## config.mk

```make
export PLATFORM = sky130hd
export DESIGN_NAME = sprite_rle_decoder
export DESIGN_NICKNAME = d
export VERILOG_FILES = /design/src/sprd_pkg.sv /design/src/sprd_dp.sv /design/src/sprd_ctrl.sv /design/src/sprite_rle_decoder.sv
export VERILOG_INCLUDE_DIRS = /design/src /design/src/src
export SDC_FILE = /design/constraint.sdc
export NUM_CORES = 1
export LEC_CHECK = 0
export BUFFER_PORTS_ARGS = -buffer_cell sky130_fd_sc_hd__buf_2
export CAP_MARGIN = 20
export CORE_MARGIN = 2
export CORE_UTILIZATION = 25
export CTS_BUF_LIST = sky130_fd_sc_hd__clkbuf_16
export CTS_CLUSTER_SIZE = 8
export DETAILED_ROUTE_END_ITERATION = 10
export HOLD_SLACK_MARGIN = 0.1
export PLACE_DENSITY_LB_ADDON = 0.05
export SYNTH_ARGS = -nofsm -noshare
export SYNTH_HDL_FRONTEND = slang
export SYNTH_HIERARCHICAL = 1
export SYNTH_SLANG_ARGS = --single-unit
```

## constraint.sdc

```tcl
create_clock -name clock -period 6.53 [get_ports clock]
set_input_delay 0.9795 -clock clock [delete_from_list [all_inputs] [get_ports clock]]
set_output_delay 0.9795 -clock clock [all_outputs]
set_load 0.02 [all_outputs]
```

## src/sprite_rle_decoder_defines.svh

```systemverilog
// ----------------------------------------------------------------------------
// Sprite RLE decoder assertion macros
// Shared assertion forms, clocked on clock and disabled during reset.
// ----------------------------------------------------------------------------
`ifndef SPRITE_RLE_DECODER_DEFINES_SVH
`define SPRITE_RLE_DECODER_DEFINES_SVH

// The consequent must hold in the same cycle as the antecedent.
`define SPRD_ASSERT_NOW(name, pre, post, msg) \
   name: assert property (@(posedge clock) disable iff (reset) (pre) |-> (post)) \
      else $error(msg);

// The consequent must hold in the cycle after the antecedent.
`define SPRD_ASSERT_NEXT(name, pre, post, msg) \
   name: assert property (@(posedge clock) disable iff (reset) (pre) |=> (post)) \
      else $error(msg);

`endif

```

## src/sprd_pkg.sv

```systemverilog
// ----------------------------------------------------------------------------
// Sprite RLE decoder package
// Widths, codes and the command and status types shared by the modules.
// ----------------------------------------------------------------------------
`timescale 1ns / 1ps

package sprd_pkg;

   localparam int ADDR_BITS     = 20;
   localparam int OFFSET_BITS   = 20;
   localparam int PITCH_BITS    = 13;
   localparam int BYTE_BITS     = 8;
   localparam int CNT_BITS      = 6;
   localparam int HDR_BITS      = 3;
   localparam int HDR_LEN       = 6;
   localparam int PROD_BITS     = PITCH_BITS + BYTE_BITS;
   localparam int CSR_DATA_BITS = 32;
   localparam int CSR_ADDR_BITS = 3;
   localparam int RSP_DATA_BITS = 32;

   localparam logic [PITCH_BITS-1:0] PITCH_RESET = PITCH_BITS'(320);
   localparam logic [OFFSET_BITS-1:0] BASE_RESET = '0;

   localparam logic REG_LINE_PITCH  = 1'b0;
   localparam logic REG_BASE_OFFSET = 1'b1;

   localparam logic [1:0] OP_COPY = 2'd0;
   localparam logic [1:0] OP_FILL = 2'd1;
   localparam logic [1:0] OP_SKIP = 2'd2;
   localparam logic [1:0] OP_LINE = 2'd3;

   typedef enum logic [2:0] {
      CUR_HOLD,
      CUR_BASE,
      CUR_INC,
      CUR_ADD_CNT,
      CUR_ADD_BYTE,
      CUR_LINE_X
   } cursor_op_type;

   typedef struct packed {
      logic          load;
      cursor_op_type cursor_op;
      logic          line_add;
      logic          mul;
      logic          mul_byte;
      logic          emit;
      logic          emit_end;
      logic          emit_last;
   } dp_cmd_type;

   typedef struct packed {
      logic                start;
      logic [1:0]          op;
      logic [CNT_BITS-1:0] cnt;
      logic                byte_zero;
      logic                out_free;
   } dp_status_type;

endpackage

```

## src/sprd_dp.sv

```systemverilog
// ----------------------------------------------------------------------------
// Sprite RLE decoder datapath
// Holds the current byte, write cursor, line start, pitch product and the
// result register.
// ----------------------------------------------------------------------------
`timescale 1ns / 1ps

module sprd_dp (
   input  logic                                 clock,
   input  logic                                 reset,
   input  sprd_pkg::dp_cmd_type                 cmd,
   output sprd_pkg::dp_status_type              status,
   input  logic [sprd_pkg::BYTE_BITS-1:0]       req_byte,
   input  logic                                 req_start,
   input  logic [sprd_pkg::PITCH_BITS-1:0]      line_pitch,
   input  logic [sprd_pkg::OFFSET_BITS-1:0]     base_offset,
   output logic                                 rsp_tvalid,
   input  logic                                 rsp_tready,
   output logic [sprd_pkg::OFFSET_BITS-1:0]     pixel_offset,
   output logic [sprd_pkg::BYTE_BITS-1:0]       pixel_value,
   output logic                                 kind,
   output logic                                 last
);

   logic [sprd_pkg::BYTE_BITS-1:0]   byte_ff,   byte_in;
   logic                             start_ff,  start_in;
   logic [sprd_pkg::ADDR_BITS-1:0]   cursor_ff, cursor_in;
   logic [sprd_pkg::ADDR_BITS-1:0]   line_ff,   line_in;
   logic [sprd_pkg::PROD_BITS-1:0]   prod_ff,   prod_in;
   logic                             valid_ff,  valid_in;
   logic [sprd_pkg::OFFSET_BITS-1:0] off_ff,    off_in;
   logic [sprd_pkg::BYTE_BITS-1:0]   val_ff,    val_in;
   logic                             kind_ff,   kind_in;
   logic                             last_ff,   last_in;
   logic [sprd_pkg::BYTE_BITS-1:0]   mul_operand;
   logic                             out_free;

   assign out_free = !valid_ff || rsp_tready;

   assign status.start     = start_ff;
   assign status.op        = byte_ff[sprd_pkg::BYTE_BITS-1 -: 2];
   assign status.cnt       = byte_ff[sprd_pkg::CNT_BITS-1:0];
   assign status.byte_zero = (byte_ff == '0);
   assign status.out_free  = out_free;

   always_comb begin
      byte_in  = cmd.load ? req_byte : byte_ff;
      start_in = cmd.load ? req_start : start_ff;

      case (cmd.cursor_op)
         sprd_pkg::CUR_BASE:     cursor_in = sprd_pkg::ADDR_BITS'(base_offset);
         sprd_pkg::CUR_INC:      cursor_in = cursor_ff + sprd_pkg::ADDR_BITS'(1);
         sprd_pkg::CUR_ADD_CNT:  cursor_in = cursor_ff
                                     + sprd_pkg::ADDR_BITS'(byte_ff[sprd_pkg::CNT_BITS-1:0]);
         sprd_pkg::CUR_ADD_BYTE: cursor_in = cursor_ff + sprd_pkg::ADDR_BITS'(byte_ff);
         sprd_pkg::CUR_LINE_X:   cursor_in = line_ff + sprd_pkg::ADDR_BITS'(byte_ff);
         default:                cursor_in = cursor_ff;
      endcase

      if (cmd.cursor_op == sprd_pkg::CUR_BASE) begin
         line_in = sprd_pkg::ADDR_BITS'(base_offset);
      end else if (cmd.line_add) begin
         line_in = line_ff + sprd_pkg::ADDR_BITS'(prod_ff);
      end else begin
         line_in = line_ff;
      end

      mul_operand = cmd.mul_byte ? byte_ff
                                 : sprd_pkg::BYTE_BITS'(byte_ff[sprd_pkg::CNT_BITS-1:0]);
      prod_in = cmd.mul ? sprd_pkg::PROD_BITS'(line_pitch) * sprd_pkg::PROD_BITS'(mul_operand)
                        : prod_ff;

      valid_in = valid_ff;
      off_in   = off_ff;
      val_in   = val_ff;
      kind_in  = kind_ff;
      last_in  = last_ff;
      if (cmd.emit) begin
         valid_in = 1'b1;
         off_in   = cmd.emit_end ? '0 : sprd_pkg::OFFSET_BITS'(cursor_ff);
         val_in   = cmd.emit_end ? '0 : byte_ff;
         kind_in  = cmd.emit_end;
         last_in  = cmd.emit_last;
      end else if (rsp_tready) begin
         valid_in = 1'b0;
      end
   end

   always_ff @(posedge clock) begin
      if (reset) begin
         cursor_ff <= '0;
         line_ff   <= '0;
         valid_ff  <= 1'b0;
      end else begin
         cursor_ff <= cursor_in;
         line_ff   <= line_in;
         valid_ff  <= valid_in;
      end
      byte_ff  <= byte_in;
      start_ff <= start_in;
      prod_ff  <= prod_in;
      off_ff   <= off_in;
      val_ff   <= val_in;
      kind_ff  <= kind_in;
      last_ff  <= last_in;
   end

   assign rsp_tvalid   = valid_ff;
   assign pixel_offset = off_ff;
   assign pixel_value  = val_ff;
   assign kind         = kind_ff;
   assign last         = last_ff;

endmodule

```

## src/sprd_ctrl.sv

```systemverilog
// ----------------------------------------------------------------------------
// Sprite RLE decoder controller
// Tracks the decode phase, header and run counters, and steps the datapath.
// ----------------------------------------------------------------------------
`timescale 1ns / 1ps
`include "sprite_rle_decoder_defines.svh"

module sprd_ctrl (
   input  logic                    clock,
   input  logic                    reset,
   input  logic                    req_tvalid,
   output logic                    req_tready,
   input  sprd_pkg::dp_status_type status,
   output sprd_pkg::dp_cmd_type    cmd
);

   typedef enum logic [1:0] {
      ST_IDLE,
      ST_DECODE,
      ST_FILL,
      ST_ADDLINE
   } step_type;

   typedef enum logic [2:0] {
      PH_FINISHED,
      PH_HEADER,
      PH_CODE,
      PH_COPY,
      PH_FILLVAL,
      PH_SKIPCNT,
      PH_LINECNT,
      PH_XOFF
   } phase_type;

   step_type                          step_ff,  step_in;
   phase_type                         phase_ff, phase_in;
   logic [sprd_pkg::HDR_BITS-1:0]     hdr_ff,   hdr_in;
   logic [sprd_pkg::CNT_BITS-1:0]     run_ff,   run_in;
   logic                              run_one;

   assign req_tready = (step_ff == ST_IDLE);
   assign run_one    = (run_ff == sprd_pkg::CNT_BITS'(1));

   always_comb begin
      step_in  = step_ff;
      phase_in = phase_ff;
      hdr_in   = hdr_ff;
      run_in   = run_ff;
      cmd      = '0;

      unique case (step_ff)
         ST_IDLE: begin
            if (req_tvalid) begin
               cmd.load = 1'b1;
               step_in  = ST_DECODE;
            end
         end
         ST_DECODE: begin
            step_in = ST_IDLE;
            if (status.start) begin
               cmd.cursor_op = sprd_pkg::CUR_BASE;
               run_in        = '0;
               hdr_in        = sprd_pkg::HDR_BITS'(sprd_pkg::HDR_LEN - 1);
               phase_in      = PH_HEADER;
            end else begin
               unique case (phase_ff)
                  PH_FINISHED: begin
                  end
                  PH_HEADER: begin
                     hdr_in = hdr_ff - sprd_pkg::HDR_BITS'(1);
                     if (hdr_ff == sprd_pkg::HDR_BITS'(1)) begin
                        phase_in = PH_CODE;
                     end
                  end
                  PH_CODE: begin
                     unique case (status.op)
                        sprd_pkg::OP_COPY: begin
                           run_in = status.cnt;
                           if (status.cnt != '0) begin
                              phase_in = PH_COPY;
                           end
                        end
                        sprd_pkg::OP_FILL: begin
                           run_in   = status.cnt;
                           phase_in = PH_FILLVAL;
                        end
                        sprd_pkg::OP_SKIP: begin
                           if (status.cnt == '0) begin
                              phase_in = PH_SKIPCNT;
                           end else begin
                              cmd.cursor_op = sprd_pkg::CUR_ADD_CNT;
                           end
                        end
                        sprd_pkg::OP_LINE: begin
                           if (status.cnt == '0) begin
                              phase_in = PH_LINECNT;
                           end else begin
                              cmd.mul  = 1'b1;
                              phase_in = PH_XOFF;
                              step_in  = ST_ADDLINE;
                           end
                        end
                        default: begin
                        end
                     endcase
                  end
                  PH_COPY: begin
                     if (status.out_free) begin
                        cmd.emit      = 1'b1;
                        cmd.emit_last = 1'b1;
                        cmd.cursor_op = sprd_pkg::CUR_INC;
                        run_in        = run_ff - sprd_pkg::CNT_BITS'(1);
                        if (run_one) begin
                           phase_in = PH_CODE;
                        end
                     end else begin
                        step_in = ST_DECODE;
                     end
                  end
                  PH_FILLVAL: begin
                     if (run_ff == '0) begin
                        phase_in = PH_CODE;
                     end else begin
                        step_in = ST_FILL;
                     end
                  end
                  PH_SKIPCNT: begin
                     cmd.cursor_op = sprd_pkg::CUR_ADD_BYTE;
                     phase_in      = PH_CODE;
                  end
                  PH_LINECNT: begin
                     if (status.byte_zero) begin
                        if (status.out_free) begin
                           cmd.emit      = 1'b1;
                           cmd.emit_end  = 1'b1;
                           cmd.emit_last = 1'b1;
                           phase_in      = PH_FINISHED;
                        end else begin
                           step_in = ST_DECODE;
                        end
                     end else begin
                        cmd.mul      = 1'b1;
                        cmd.mul_byte = 1'b1;
                        phase_in     = PH_XOFF;
                        step_in      = ST_ADDLINE;
                     end
                  end
                  PH_XOFF: begin
                     cmd.cursor_op = sprd_pkg::CUR_LINE_X;
                     phase_in      = PH_CODE;
                  end
                  default: begin
                  end
               endcase
            end
         end
         ST_FILL: begin
            if (status.out_free) begin
               cmd.emit      = 1'b1;
               cmd.emit_last = run_one;
               cmd.cursor_op = sprd_pkg::CUR_INC;
               run_in        = run_ff - sprd_pkg::CNT_BITS'(1);
               if (run_one) begin
                  phase_in = PH_CODE;
                  step_in  = ST_IDLE;
               end
            end
         end
         ST_ADDLINE: begin
            cmd.line_add = 1'b1;
            step_in      = ST_IDLE;
         end
         default: begin
            step_in = ST_IDLE;
         end
      endcase
   end

   always_ff @(posedge clock) begin
      if (reset) begin
         step_ff  <= ST_IDLE;
         phase_ff <= PH_FINISHED;
         hdr_ff   <= '0;
         run_ff   <= '0;
      end else begin
         step_ff  <= step_in;
         phase_ff <= phase_in;
         hdr_ff   <= hdr_in;
         run_ff   <= run_in;
      end
   end

   `SPRD_ASSERT_NOW(a_emit_when_free, cmd.emit, status.out_free,
      "result emitted while the result register is still full")
   `SPRD_ASSERT_NOW(a_fill_run_nonzero, step_ff == ST_FILL, run_ff != '0,
      "fill step entered with an empty run")
   `SPRD_ASSERT_NEXT(a_accept_decodes, req_tvalid && req_tready, step_ff == ST_DECODE,
      "accepted item was not decoded in the next cycle")
   `SPRD_ASSERT_NOW(a_header_count, phase_ff == PH_HEADER, hdr_ff != '0,
      "header phase with no header bytes left")

endmodule

```

## src/sprite_rle_decoder.sv

```systemverilog
// ----------------------------------------------------------------------------
// Sprite RLE decoder
// Decodes a run-length coded sprite byte stream into pixel writes.
// ----------------------------------------------------------------------------
//  Channel   Direction  Payload
//  req_      in         tdata: byte_value; tuser: start_req
//  rsp_      out        tdata: pixel_offset, pixel_value; tuser: kind; tlast: last
//  csr_      in         APB writes/reads of line_pitch (0x0) and base_offset (0x4)
//
//  Each input item is accepted in the idle step and then decoded in the decode step.
//  A fill value item then emits its count of pixels from the fill step, stalling on a full result.
//  A line advance goes on to the add-line step, for the registered pitch multiplication.
//  Reset is synchronous and returns the decoder to the finished phase.
//  A full result register holds the decoder in its emitting step until taken.
// ----------------------------------------------------------------------------
`timescale 1ns / 1ps

module sprite_rle_decoder (
   input  logic                                 clock,
   input  logic                                 reset,
   input  logic                                 req_tvalid,
   output logic                                 req_tready,
   input  logic [sprd_pkg::BYTE_BITS-1:0]       req_tdata,  // [7:0] byte_value
   input  logic                                 req_tuser,  // [0] start_req
   output logic                                 rsp_tvalid,
   input  logic                                 rsp_tready,
   output logic [sprd_pkg::RSP_DATA_BITS-1:0]   rsp_tdata,  // [19:0] pixel_offset, [27:20] pixel_value
   output logic                                 rsp_tuser,  // [0] kind
   output logic                                 rsp_tlast,
   input  logic                                 csr_psel,
   input  logic                                 csr_penable,
   input  logic                                 csr_pwrite,
   input  logic [sprd_pkg::CSR_ADDR_BITS-1:0]   csr_paddr,
   input  logic [sprd_pkg::CSR_DATA_BITS-1:0]   csr_pwdata,
   output logic [sprd_pkg::CSR_DATA_BITS-1:0]   csr_prdata,
   output logic                                 csr_pready
);

   logic [sprd_pkg::PITCH_BITS-1:0]  pitch_ff, pitch_in;
   logic [sprd_pkg::OFFSET_BITS-1:0] base_ff,  base_in;
   logic                             csr_write;
   logic                             reg_sel;
   sprd_pkg::dp_cmd_type             cmd;
   sprd_pkg::dp_status_type          status;
   logic [sprd_pkg::OFFSET_BITS-1:0] pixel_offset;
   logic [sprd_pkg::BYTE_BITS-1:0]   pixel_value;

   assign csr_pready = 1'b1;
   assign csr_write  = csr_psel && csr_penable && csr_pwrite && csr_pready;
   assign reg_sel    = csr_paddr[2];

   always_comb begin
      pitch_in = pitch_ff;
      base_in  = base_ff;
      if (csr_write) begin
         unique case (reg_sel)
            sprd_pkg::REG_LINE_PITCH:  pitch_in = csr_pwdata[sprd_pkg::PITCH_BITS-1:0];
            sprd_pkg::REG_BASE_OFFSET: base_in  = csr_pwdata[sprd_pkg::OFFSET_BITS-1:0];
            default: begin
            end
         endcase
      end
      unique case (reg_sel)
         sprd_pkg::REG_LINE_PITCH:  csr_prdata = sprd_pkg::CSR_DATA_BITS'(pitch_ff);
         sprd_pkg::REG_BASE_OFFSET: csr_prdata = sprd_pkg::CSR_DATA_BITS'(base_ff);
         default:                   csr_prdata = '0;
      endcase
   end

   always_ff @(posedge clock) begin
      if (reset) begin
         pitch_ff <= sprd_pkg::PITCH_RESET;
         base_ff  <= sprd_pkg::BASE_RESET;
      end else begin
         pitch_ff <= pitch_in;
         base_ff  <= base_in;
      end
   end

   sprd_ctrl u_ctrl (
      .clock      (clock),
      .reset      (reset),
      .req_tvalid (req_tvalid),
      .req_tready (req_tready),
      .status     (status),
      .cmd        (cmd)
   );

   sprd_dp u_dp (
      .clock        (clock),
      .reset        (reset),
      .cmd          (cmd),
      .status       (status),
      .req_byte     (req_tdata),
      .req_start    (req_tuser),
      .line_pitch   (pitch_ff),
      .base_offset  (base_ff),
      .rsp_tvalid   (rsp_tvalid),
      .rsp_tready   (rsp_tready),
      .pixel_offset (pixel_offset),
      .pixel_value  (pixel_value),
      .kind         (rsp_tuser),
      .last         (rsp_tlast)
   );

   assign rsp_tdata = {{(sprd_pkg::RSP_DATA_BITS - sprd_pkg::OFFSET_BITS
                         - sprd_pkg::BYTE_BITS){1'b0}}, pixel_value, pixel_offset};

endmodule

```

==> impl_metrics.json <==
{
  "holdPathStages": 2,
  "grt_antenna_before_repair": 1,
  "via_per_inst": 4.64,
  "die_w_um": 229,
  "fin_skew_ps": 9.43,
  "hp-class": "reg -> reg",
  "wl_per_cell_um": 17.7,
  "hold_viol_final": 0,
  "grt_max_degree": 60,
  "rr_worst_depth": 21,
  "globalRouteTotalUtil": 0.149,
  "slowest_delay_ps": 560,
  "postCtsResizedCells": 0,
  "fin_cells": 2163,
  "worst_pin_slew_ps": 1010,
  "worstReg2RegStart": "u_ctrl/step_ff[1]",
  "crit_path_end_kind": "flip-flop",
  "place.gp.congestion": 0.784,
  "synth_cells": 1420,
  "synth_common_cells": "nand2_1, inv_1, dfxtp_1, ha_1, nor2_1",
  "synth_edf_count": 59,
  "p_total_mw": 2.44,
  "drv_slew": 0,
  "ys_seq_area_frac": 0.279,
  "grt_pass1_wl_um": 60200,
  "r2r_end": "u_dp/prod_ff[16]",
  "critical_path.top_delay_family": "adder cells",
  "antenna_left": 0,
  "setup_viol": 0,
  "hp-start": "u_ctrl/hdr_ff[1]",
  "hold_ws_ps": 492,
  "crit_start": "u_ctrl/step_ff[1]",
  "synth_top_area_share": 0.140,
  "pin_count": 120,
  "crit_type": "reg -> reg",
  "grt_pass1_vias": 10065,
  "arrival_ps": 6240,
  "hpwl_um": 29200,
  "drc_errors": 0,
  "path_buf_inv": 4,
  "ir_worst_vdd_mv": 0.122,
  "numCtsBuffers": 17,
  "utilization": 0.287,
  "fmax_ghz": 0.166,
  "drt_iter0_markers": 447,
  "synth_ff_type": "dfxtp_1",
  "drv_cap": 0,
  "yosysUniqueCellTypes": 87,
  "areaGrowthSynthToFinish_pct": 13.5,
  "p_leak_nw": 6.30,
  "worstPathRequired_ps": 6750,
  "finalCritPeriodShare": 0.922,
  "dr.pass1.iters": 5,
  "postSynthAreaPerCell_um2": 8.91,
  "die_height_um": 229,
  "path_max_fanout": 8,
  "cts-root-buf": "clkbuf_16",
  "grt_setup_unrepaired": "false",
  "crit_path_cell_trace": "inv_1 -> ha_1 -> nand4bb_1 -> nor2_1 -> nand3_1 -> fa_1 -> fa_1 -> inv_1 -> fa_1 -> inv_1 -> fa_1 -> inv_1 -> ha_1 -> nor2_1 -> o21ai_0 -> o21ai_0 -> o31ai_1 -> nor3_1 -> o21bai_1 -> a21oi_1 -> xnor2_1",
  "diodes": 0,
  "postCtsSetupRepairBufs": 0,
  "core_um2": 50100,
  "cts_tree": "yes",
  "die-area_um2": 52400,
  "synth_most_common_cell": "nand2_1",
  "clkTransAtPathRegs_ps": 60,
  "fin_crit_ps": 6020,
  "cts_hold_buf": 0,
  "grt-ovfl-total": 0,
  "routed_wl_um": 38300,
  "clock_sinks": 147,
  "clk_latency_ps": 480,
  "powerDensity_nw_per_um2": 170,
  "fp-row-count": 82,
  "nets": 1685,
  "drive_gt1_frac": 0.122,
  "vias": 10043,
  "ys_top_cells_by_area": "edfxtp_1, dfxtp_1, fa_1, ha_1, nand2_1",
  "outcome": "finished clean",
  "crit_path_start_kind": "flip-flop",
  "ys_seq_elements": 147,
  "yosys.area.top_type": "edfxtp_1",
  "yosys_warnings": 6,
  "synth_area_um2": 12700,
  "max_slew_margin": 0.329,
  "max-clock-path-buffers": 2,
  "ys_async_sr_fraction": 0,
  "holdPathEnd": "u_ctrl/hdr_ff[1]",
  "start_util": 0.253,
  "numPortBuffers": 88,
  "cp_slowest_cell": "nor2_1",
  "dpl.cell_count": 2131,
  "reg2reg_slack_ps": 510,
  "finalSetupTns_ps": 0,
  "h-tree-depth": 4
}
[registers in the layout, indices dropped and copies added, names as in the netlist, 2 cells and up]
| register | count |
|---|---|
| base_ff | 20 |
| u_dp/cursor_ff | 20 |
| u_dp/line_ff | 20 |
| u_dp/pixel_offset | 20 |
| u_dp/prod_ff | 20 |
| pitch_ff | 13 |
| u_dp/byte_ff | 8 |
| u_dp/pixel_value | 8 |
| u_ctrl/run_ff | 6 |
| u_ctrl/hdr_ff | 3 |
| u_ctrl/phase_ff | 3 |
| u_ctrl/step_ff | 2 |
[cell usage in the layout, fill, tap and decap left out, drive strengths merged, types with 26 or more instances in the layout]
cell type,count
a21oi,71
and2,68
and3,26
buf,115
dfxtp,88
edfxtp,59
fa,68
ha,88
inv,128
mux2i,45
nand2,141
nand2b,68
nand3,43
nor2,73
nor2b,35
o21ai,39
xnor2,44
xor2,26
[cells by family (layout without fill, tap and decap cells)]
group                      after synthesis  count (layout)  share of synthesized area
AOI/OAI and AO/OA                      267             267                      0.149
xor gates and xnor gates                70              70                     0.0485
adders and majority gates              156             156                      0.195
buffers and inverters                  215             271                     0.0723
DFF                                    147             147                      0.279
muxes                                   62              62                     0.0507
other                                    2              17                   0.000594
and+or+nand+nor                        501             501                      0.205
[per-layer routing]
layer	vias up	wire, µm	global-route usage
met1	4867	18900	0.207
met3	30	1360	0.0327
met5	-	0	0
met4	0	578	0.0424
met2	164	17500	0.231
li1	4982	-	-
[per-stage QoR]
stage	worst slack, ps	area [µm²]
after CTS	420	14400
after detailed placement	443	13800
after global placement	491	13800
after global routing	47.0	14400
after floorplan	733	12700
final	508	14400
[power by group]
| group | switching (mW) | internal, mW | leakage [nW] |
|---|---|---|---|
| clock network | 0.438 | 0.634 | 0.298 |
| registers | 0.0249 | 0.976 | 1.30 |
| logic | 0.229 | 0.141 | 4.71 |
[worst reg2reg max path, stage by stage, from the launching register on]
cell and delay [ps]:
dfxtp_1 340, inv_1 110, ha_1 190, nand4bb_1 220
nor2_1 560, nand3_1 210, fa_1 540, fa_1 550
inv_1 50, fa_1 520, inv_1 50, fa_1 520
inv_1 40, ha_1 360, nor2_1 70, o21ai_0 150
o21ai_0 200, o31ai_1 550, nor3_1 130, o21bai_1 160
a21oi_1 100, xnor2_1 140
[worst max-delay path by stage]
stage / end / slack [ps] / depth (start not counted)
after CTS: u_dp/prod_ff[16] / 420 / 21
after floorplan: u_dp/prod_ff[16] / 730 / 21
after global placement: u_dp/prod_ff[17] / 490 / 19
final: u_dp/prod_ff[16] / 510 / 21
after detailed placement: u_dp/prod_ff[16] / 440 / 21
after global routing: u_dp/prod_ff[16] / 50 / 21
[final cells by class]
type / instances / area (µm²)
clock buffer: 17 / 425
clock inverter: 15 / 186
fill: 5483 / 35700
inverter: 124 / 465
multi-input combinational: 1073 / 8270
sequential: 147 / 3530
tap: 672 / 841
timing repair buffer: 115 / 646
(Power assumes the default switching activity.)
